## src/hdl/upd_pkg.sv

```systemverilog
package upd_pkg;

    localparam logic [7:0] CH_PERCENT = 8'h25;
    localparam logic [7:0] CH_PLUS    = 8'h2B;
    localparam logic [7:0] CH_SPACE   = 8'h20;
    localparam int unsigned NIBBLE_W  = 4;

    typedef struct packed {
        logic [7:0] char_in;
        logic       last_in;
    } upd_in_t;

    typedef struct packed {
        logic [7:0] char_out;
        logic       last_out;
        logic       error;
    } upd_out_t;

    // pair: a literal percent goes out first, then ch with last set
    typedef struct packed {
        logic       pair;
        logic [7:0] ch;
        logic       last;
        logic       err;
    } upd_cmd_t;

    typedef enum logic [1:0] {
        PH_PASS  = 2'd0,
        PH_PCT   = 2'd1,
        PH_DIGIT = 2'd2
    } upd_phase_t;

    function automatic logic [7:0] plain_map(input logic [7:0] c);
        return (c == CH_PLUS) ? CH_SPACE : c;
    endfunction

    // bit 4 set means not a hex digit
    function automatic logic [NIBBLE_W:0] hex_value(input logic [7:0] c);
        logic [NIBBLE_W:0] v;
        v = 5'h10;
        if (c inside {[8'h30:8'h39]})
        begin
            v = {1'b0, c[3:0]};
        end
        else if (c inside {[8'h41:8'h46], [8'h61:8'h66]})
        begin
            v = {1'b0, c[3:0] + 4'd9};
        end
        return v;
    endfunction

endpackage

```

## src/hdl/upd_front.sv

```systemverilog
module upd_front
    import upd_pkg::*;
(
    input  logic      clk,
    input  logic      rst_n,
    input  logic      req_valid,
    output logic      req_stall,
    input  upd_in_t   req_word,
    input  logic      q_full,
    output logic      push,
    output upd_cmd_t  push_word
);

    upd_phase_t phase_reg, phase_next;
    logic [7:0] first_reg, first_next;
    logic       discard_reg, discard_next;
    logic       acc;
    logic [NIBBLE_W:0] hi, lo;

    assign req_stall = q_full;
    assign acc = req_valid && !q_full;
    assign hi = hex_value(first_reg);
    assign lo = hex_value(req_word.char_in);

    always_comb
    begin
        phase_next   = phase_reg;
        first_next   = first_reg;
        discard_next = discard_reg;
        push         = 1'b0;
        push_word    = '0;
        if (acc)
        begin
            if (discard_reg)
            begin
                if (req_word.last_in)
                begin
                    discard_next = 1'b0;
                end
            end
            else
            begin
                case (phase_reg)
                    PH_PCT:
                    begin
                        if (req_word.last_in)
                        begin
                            phase_next     = PH_PASS;
                            push           = 1'b1;
                            push_word.pair = 1'b1;
                            push_word.ch   = plain_map(req_word.char_in);
                            push_word.last = 1'b1;
                        end
                        else
                        begin
                            first_next = req_word.char_in;
                            phase_next = PH_DIGIT;
                        end
                    end
                    PH_DIGIT:
                    begin
                        phase_next = PH_PASS;
                        push       = 1'b1;
                        if (hi[NIBBLE_W] || lo[NIBBLE_W])
                        begin
                            push_word.err  = 1'b1;
                            push_word.last = 1'b1;
                            discard_next   = !req_word.last_in;
                        end
                        else
                        begin
                            push_word.ch   = {hi[NIBBLE_W-1:0], lo[NIBBLE_W-1:0]};
                            push_word.last = req_word.last_in;
                        end
                    end
                    default:
                    begin
                        phase_next = PH_PASS;
                        if (req_word.char_in == CH_PERCENT)
                        begin
                            if (req_word.last_in)
                            begin
                                push           = 1'b1;
                                push_word.ch   = CH_PERCENT;
                                push_word.last = 1'b1;
                            end
                            else
                            begin
                                phase_next = PH_PCT;
                            end
                        end
                        else
                        begin
                            push           = 1'b1;
                            push_word.ch   = plain_map(req_word.char_in);
                            push_word.last = req_word.last_in;
                        end
                    end
                endcase
            end
        end
    end

    always_ff @(posedge clk or negedge rst_n)
    begin
        if (!rst_n)
        begin
            phase_reg   <= PH_PASS;
            discard_reg <= 1'b0;
        end
        else
        begin
            phase_reg   <= phase_next;
            discard_reg <= discard_next;
        end
    end

    always_ff @(posedge clk)
    begin
        first_reg <= first_next;
    end

endmodule

```

## src/hdl/upd_queue.sv

```systemverilog
module upd_queue
    import upd_pkg::*;
(
    input  logic     clk,
    input  logic     rst_n,
    input  logic     push,
    input  upd_cmd_t push_word,
    output logic     full,
    output logic     q_valid,
    output upd_cmd_t q_word,
    input  logic     pop
);

    upd_cmd_t   mem_reg [2];
    logic       wr_reg, rd_reg;
    logic [1:0] cnt_reg, cnt_next;

    assign full    = (cnt_reg == 2'd2);
    assign q_valid = (cnt_reg != 2'd0);
    assign q_word  = mem_reg[rd_reg];

    always_comb
    begin
        cnt_next = cnt_reg;
        if (push && !pop)
        begin
            cnt_next = cnt_reg + 2'd1;
        end
        else if (pop && !push)
        begin
            cnt_next = cnt_reg - 2'd1;
        end
    end

    always_ff @(posedge clk or negedge rst_n)
    begin
        if (!rst_n)
        begin
            wr_reg  <= 1'b0;
            rd_reg  <= 1'b0;
            cnt_reg <= 2'd0;
        end
        else
        begin
            cnt_reg <= cnt_next;
            if (push)
            begin
                wr_reg <= !wr_reg;
            end
            if (pop)
            begin
                rd_reg <= !rd_reg;
            end
        end
    end

    always_ff @(posedge clk)
    begin
        if (push)
        begin
            mem_reg[wr_reg] <= push_word;
        end
    end

endmodule

```

## src/hdl/upd_back.sv

```systemverilog
module upd_back
    import upd_pkg::*;
(
    input  logic     clk,
    input  logic     rst_n,
    input  logic     q_valid,
    input  upd_cmd_t q_word,
    output logic     pop,
    output logic     rsp_valid,
    input  logic     rsp_stall,
    output upd_out_t rsp_word
);

    logic       valid_reg;
    upd_out_t   out_reg;
    logic       pend_reg;
    logic [7:0] pend_ch_reg;
    logic       load;

    assign load      = !valid_reg || !rsp_stall;
    assign pop       = load && !pend_reg && q_valid;
    assign rsp_valid = valid_reg;
    assign rsp_word  = out_reg;

    always_ff @(posedge clk or negedge rst_n)
    begin
        if (!rst_n)
        begin
            valid_reg <= 1'b0;
            pend_reg  <= 1'b0;
        end
        else if (load)
        begin
            if (pend_reg)
            begin
                valid_reg <= 1'b1;
                pend_reg  <= 1'b0;
            end
            else
            begin
                valid_reg <= q_valid;
                pend_reg  <= q_valid && q_word.pair;
            end
        end
    end

    always_ff @(posedge clk)
    begin
        if (load)
        begin
            if (pend_reg)
            begin
                out_reg <= '{char_out: pend_ch_reg, last_out: 1'b1, error: 1'b0};
            end
            else if (q_word.pair)
            begin
                out_reg     <= '{char_out: CH_PERCENT, last_out: 1'b0, error: 1'b0};
                pend_ch_reg <= q_word.ch;
            end
            else
            begin
                out_reg <= '{char_out: q_word.ch, last_out: q_word.last, error: q_word.err};
            end
        end
    end

endmodule

```

## src/hdl/url_percent_decoder_core.sv

```systemverilog
// path: each result passes through the two-entry queue, then the output register
// throughput: one word per cycle unless req_stall is high; a lone percent before
// a final byte sends two result words, the second after the first is taken
// reset: rst_n clears the decode phase, the drop flag, the queue and output valid
module url_percent_decoder_core
    import upd_pkg::*;
(
    input  logic     clk,
    input  logic     rst_n,
    input  logic     req_valid,
    output logic     req_stall,
    input  upd_in_t  req_word,
    output logic     rsp_valid,
    input  logic     rsp_stall,
    output upd_out_t rsp_word
);

    logic     q_full, push, q_valid, pop;
    upd_cmd_t push_word, q_word;

    upd_front u_front (
        .clk       (clk),
        .rst_n     (rst_n),
        .req_valid (req_valid),
        .req_stall (req_stall),
        .req_word  (req_word),
        .q_full    (q_full),
        .push      (push),
        .push_word (push_word)
    );

    upd_queue u_queue (
        .clk       (clk),
        .rst_n     (rst_n),
        .push      (push),
        .push_word (push_word),
        .full      (q_full),
        .q_valid   (q_valid),
        .q_word    (q_word),
        .pop       (pop)
    );

    upd_back u_back (
        .clk       (clk),
        .rst_n     (rst_n),
        .q_valid   (q_valid),
        .q_word    (q_word),
        .pop       (pop),
        .rsp_valid (rsp_valid),
        .rsp_stall (rsp_stall),
        .rsp_word  (rsp_word)
    );

endmodule

```

## config.mk

```make
export PLATFORM = sky130hd
export DESIGN_NAME = url_percent_decoder_core
export DESIGN_NICKNAME = d
export VERILOG_FILES = /design/src/hdl/upd_pkg.sv /design/src/hdl/upd_front.sv /design/src/hdl/upd_queue.sv /design/src/hdl/upd_back.sv /design/src/hdl/url_percent_decoder_core.sv
export SDC_FILE = /design/constraint.sdc
export NUM_CORES = 1
export LEC_CHECK = 0
export ABC_AREA = 1
export BUFFER_PORTS_ARGS = -buffer_cell sky130_fd_sc_hd__buf_4
export CAP_MARGIN = 20
export CORE_AREA = 2 2 78 80
export CTS_CLUSTER_DIAMETER = 100
export DETAILED_ROUTE_END_ITERATION = 12
export DIE_AREA = 0 0 80 82
export HOLD_SLACK_MARGIN = 0.02
export MAX_ROUTING_LAYER = met4
export PLACE_DENSITY_LB_ADDON = 0.12
export SYNTH_ARGS = -nofsm -noshare
export SYNTH_HDL_FRONTEND = slang
export SYNTH_SLANG_ARGS = --single-unit
export TNS_END_PERCENT = 10
```

## constraint.sdc

```tcl
create_clock -name clk -period 2.02 [get_ports clk]
set_clock_uncertainty 0.1 [all_clocks]
set_input_delay 0.202 -clock clk [delete_from_list [all_inputs] [get_ports clk]]
set_output_delay 0.202 -clock clk [all_outputs]
set_load 0.02 [all_outputs]
```

* Word level (Yosys, flattened, before mapping) *
Memories as Yosys holds them, arrays and structs flattened.
Index checks and enable logic that the tools add are counted.
Widths: inputs -> output; s select.

cells by class
  add/subtract/negate cells = 4
  magnitude comparators = 12
  eq/ne operators = 5
  multiplexer cells = 37
  bitwise operators = 3
  reduce and logical (&&, ||, !) cells = 31

operators with widths
  kind                 count
  $ge 8x7->1 const B   4
  $le 8x7->1 const B   4
  $mux 10              3
  $mux 11              2
  $mux 5               4
  $pmux 9 s2           1
  $mux 1               17
  $eq 8x6->1 const B   2
  $ge 8x6->1 const B   2
  $le 8x6->1 const B   2
  $mux 8               2
  $logic_and 1x1->1    12
  $logic_not 1->1      9
  $mux 9               1
  $add 4x4->4 const B  2
  $mux 2               4
  $reduce_bool 2->1    4
  $mux 7               1
  $eq 2x2->1 const B   2
  $pmux 2 s2           1
  $reduce_and 4->1     1
  $not 1->1            3
  $reduce_and 3->1     1
  $add 2x1->2 const B  1
  6 further kinds      7

word-level totals
  register bits after elaboration = 35
  bits in writable memories = 22
  input bits = 13
  output and inout port bits = 12
  logic and storage cells = 105
  memories kept = 1

memory list
  memory           depth  bits a word  rd ports  clocked after Yosys merged registers in  wr ports  RTL line         text
  u_queue.mem_reg  2      11           1         0                                        1         upd_queue.sv:14  upd_cmd_t mem_reg [2];

* Depth between registers and ports, before layout *
  word-level depth = 10
  depth in mapped cells = 12
  gate-level depth less buffers = 12

* Cells and area by module *
A second synthesis with hierarchy kept.

second synthesis, totals
  cells, all modules = 289
  area, all modules = 3041.7 um^2

by module, submodules not included
  module     times used  cells an instance  area each (um^2)  sequential area each (um^2)
  upd_front  1           166                1154.9            315.3
  upd_queue  1           59                 1036.0            760.7
  upd_back   1           64                 850.8             590.6

* Worst setup path after synthesis *
Ideal clock, no wire load.

  kind = register to register
  start point = register u_front.phase_reg[0]
  end point = memory u_queue.mem_reg[1][0] in the netlist's numbering (enable)
  library setup time = 0.378 ns
  arrival time = 1.714 ns
  data required time = 1.542 ns
  setup slack = -0.172 ns
  stages on the path, launching flop included = 8
  path buffers = 1
  clock period less this slack = 2.192 ns
  cell sequence = dfrtp_1 -> inv_1 -> ha_1 -> clkbuf_1 -> nor2_1 -> a21oi_2 -> nand2_1 -> nor2_1

on the way
  longest elaborated chain between the ends = 6
  elaborated cells between the ends (all ways) = 7
  those cells by class = eq/ne (2); mux (5)

RTL lines
  item                                             RTL line          text
  start, declared                                  upd_front.sv:14   upd_phase_t phase_reg, phase_next;
  start signal, assigned                           upd_front.sv:113  phase_reg <= phase_next;
  $eq 2x2->1 / $eq 2x1->1 (equally long branches)  upd_front.sv:43   case (phase_reg)
  $pmux 1 s2 *                                     upd_front.sv:43
  $mux 1 *                                         upd_front.sv:34   if (discard_reg)
  $mux 1 *                                         upd_front.sv:32   if (acc)
  $mux 1 *                                         upd_queue.sv:59   if (push)
  $mux 1 (not written as such) *                   upd_queue.sv:61   mem_reg[wr_reg] <= push_word;
  end, declared                                    upd_queue.sv:14

Every way passes the cells marked *; elsewhere a longest branch is shown, timed or not.

* Final worst setup path *
  start point = input req_word[6] in the netlist's numbering
  end point = register u_queue.cnt_reg[1]

on the way
  longest elaborated chain between the ends = 8
  elaborated cells between the ends (all ways) = 10
  those cells by class = eq/ne (1); mux (5); reduce/logical (4)

RTL lines
  item                         RTL line                        text
  start, declared              url_percent_decoder_core.sv:12  input upd_in_t req_word,
  $eq 8x6->1 *                 upd_front.sv:79                 if (req_word.char_in == CH_PERCENT)
  $mux 1 *                     upd_front.sv:79
  $pmux 1 s2 *                 upd_front.sv:43
  $mux 1 *                     upd_front.sv:34
  $mux 1 *                     upd_front.sv:32
  net push                     url_percent_decoder_core.sv:18  logic q_full, push, q_valid, pop;
  $logic_not 1->1              upd_queue.sv:29                 else if (pop && !push)
  $logic_and 1x1->1            upd_queue.sv:29
  $reduce_bool 2->1 (no line)  n/a
  end signal, assigned         upd_queue.sv:45                 cnt_reg <= cnt_next;
  end, declared                upd_queue.sv:16                 logic [1:0] cnt_reg, cnt_next;

Mark *: on every way through the listed nets, which the timed path passes. The rest lies on a longest branch.
A chain may end at the register's enable or synchronous reset.

==> impl_metrics.env <==
export IMPL_cts_sink_count=57
export IMPL_end_kind="register"
export IMPL_clock_latency_ns=0.33
export IMPL_grt_max_degree=13
export IMPL_dr_max_layer_used="met4"
export IMPL_max_freq_mhz=532
export IMPL_core_sq_um=5750
export IMPL_row_count=28
export IMPL_via_per_inst=4.78
export IMPL_setup_viol=0
export IMPL_crit_buf_inv=3
export IMPL_yosysTopAreaCell="edfxtp_1"
export IMPL_yosysWarnings=0
export IMPL_port_buffers=24
export IMPL_final_nets=383
export IMPL_cts_buffers=9
export IMPL_synth_area_leaders="edfxtp_1, nand2_1, dfrtp_1"
export IMPL_drtIter0Drc=83
export IMPL_fin_tns_setup_ns=0
export IMPL_drc_errors=0
export IMPL_worstSetupPathType="input port to register"
export IMPL_status="finished, final reports clean"
export IMPL_met3_length_um=182
export IMPL_crit_end="u_queue.cnt_reg[1]"
export IMPL_met1Wirelength_um=2330
export IMPL_grt_pass1_wl_um=8780
export IMPL_critical_path_max_fanout=8
export IMPL_p_leak_nw=1.62
export IMPL_dpl_hpwl_um=3940
export IMPL_cp_cell_sequence="dlygate4sd3_1 -> buf_4 -> nand3_1 -> nor2_2 -> nand3_1 -> nand2_2 -> inv_2 -> ha_4 -> a21oi_2 -> o21ai_1 -> xor2_1"
export IMPL_ant_nets=0
export IMPL_syn_nets=320
export IMPL_synth_top_area_share_pct=49.5
export IMPL_hold_path_class="input port to async pin"
export IMPL_drt_pass1_iter_count=4
export IMPL_critical_path_required_ns=2.13
export IMPL_drive_gt1_share_pct=26.1
export IMPL_final_cell_mix="nand2_1, edfxtp_1, buf_4"
export IMPL_stdcell_count=439
export IMPL_mappedNetlistArea_sq_um=2910
export IMPL_rr_endpoint="u_queue.mem_reg[0][9]"
export IMPL_maxSlewViolCount=0
export IMPL_htree_levels=3
export IMPL_synth_edf_count=48
export IMPL_hold_viol_final=0
export IMPL_grt_pass1_vias=1926
export IMPL_crit_top_cell="nand3_1"
export IMPL_globalplace_congestion=0.915
export IMPL_r2r_slack_ns=0.16
export IMPL_io_pins=25
export IMPL_worstMarginPinSlew_ns=0.479
export IMPL_cp_depth=11
export IMPL_p_total_mw=4.97
export IMPL_fin_crit_ns=1.88
export IMPL_largest_reg_flops=22
export IMPL_reg2reg_from="u_front.first_reg[1]"
export IMPL_crit_path_max_incr_delay_ns=0.53
export IMPL_startpoint_type="input port"
export IMPL_worstRegToRegCells=10
export IMPL_root_buffer="clkbuf_8"
export IMPL_cp_slowest_cell="dlygate4sd3_1"
export IMPL_vias=2098
export IMPL_startpoint="req_word[6]"
export IMPL_syn_area_per_cell_sq_um=9.83
export IMPL_cts_tree="built"
export IMPL_vdd_drop_max_mv=0.569
export IMPL_crit_family="buffers and inverters"
export IMPL_wl_per_cell_um=12.5
export IMPL_maxSlewHeadroom_pct=67.9
export IMPL_dp_cells=409
export IMPL_clk_pin_slew_ns=0.06
export IMPL_routed_wl_um=5470
export IMPL_final_common_cell="nand2_1"
export IMPL_antenna_cells=0
export IMPL_clock_tree_buffer_depth=2
export IMPL_seq_area_frac_synth_pct=57.3
export IMPL_synth_cell_types=35
export IMPL_grt_use_total_pct=18.6
export IMPL_start_util_pct=50.6
export IMPL_antenna_found_initial=0
export IMPL_fin_util_pct=63.7
export IMPL_wl_met2_um=2860
export IMPL_p_per_area_nw_per_um2=1360
export IMPL_fillCellCount=496
export IMPL_arrival_ns=1.99
export IMPL_ys_async_sr_fraction_pct=15.8
export IMPL_grt_overflow_total=0
export IMPL_die_h_um=82
export IMPL_die_w_um=80
export IMPL_ys_ff_latch=57
export IMPL_finalCritPeriodShare_pct=93.1
export IMPL_dieArea_sq_um=6560
export IMPL_postSynthCellCount=296
export IMPL_area_delta_synth_final_pct=25.9
export IMPL_synth_ff_type="edfxtp_1"
export IMPL_maxCapViolCount=0
==> worst min-delay path by stage <==
stage / from / end / slack [ns] / depth (start not counted)
floorplan: rst_n / u_back.pend_reg / -0.19 / 0
global placement: rst_n / u_back.rsp_valid / -0.07 / 1
detailed placement: rst_n / u_back.rsp_valid / -0.07 / 1
CTS: rst_n / u_back.rsp_valid / 0.11 / 2
global route: rst_n / u_queue.wr_reg / 0.15 / 2
finish: rst_n / u_front.discard_reg / 0.13 / 2
==> cell families (layout without fill, tap and decap cells) <==
group / Yosys count / after routing / share of synthesized area [%]
fa+ha+maj: 11 / 11 / 4.73
simple gates: 135 / 135 / 21.2
buf+inv: 48 / 116 / 6.28
flops: 57 / 57 / 57.3
xor+xnor: 7 / 7 / 2.11
compound gates: 38 / 38 / 8.43
==> where the power goes <==
group	leakage [nW]	internal [mW]	switching (mW)
registers	0.561	1.83	0.137
logic	0.972	0.822	1.18
clock network	0.0918	0.562	0.433
==> through the flow <==
stage          hold WS, ns  setup WS [ns]  area (sq um)
5_1_grt              0.155        -0.0103          3660
2_1_floorplan       -0.194         -0.172          2910
3_3_place_gp       -0.0673         0.0352          3300
4_1_cts              0.112        0.00544          3580
3_5_place_dp       -0.0679        -0.0105          3300
6_report             0.127          0.139          3660
==> what timing repair did <==
item | 4_1_cts | 5_1_grt
hold buffers | 10 | 0
gates resized for setup | 1 | 18
gates cloned | 0 | 2
pin swaps | 0 | 1
hold endpoints to repair | 19 | 0
endpoints found under the setup margin | 1 | 41
buffers inserted | 0 | 2
==> cells in the mapped netlist, drive strengths merged (2+ instances only) <==
master	instances
inv	43
a21oi	12
o22ai	2
clkbuf	2
or2	3
nor3	2
dfrtp	9
o21ai	13
buf	2
nor2	37
ha	11
nand3	15
a22o	5
nand2	77
xor2	6
edfxtp	48
==> layout make-up <==
type	count	area, sq um	area share (%)
Inverter	44	165	4.51
Sequential cell	57	1670	45.5
Timing Repair Buffer	56	457	12.5
Clock inverter	4	43.8	1.20
Multi-Input combinational cell	191	1100	30.1
Clock buffer	12	135	3.69
Tap cell	75	93.8	2.56
==> metal layers <==
layer / vias to the layer above / global-route usage [%]
li1: 1096 / -
met5: - / -
met3: 8 / 3.41
met2: 44 / 30.9
met4: 0 / 11.7
met1: 950 / 20.9
Note: power is estimated with default switching activity, not from simulation.
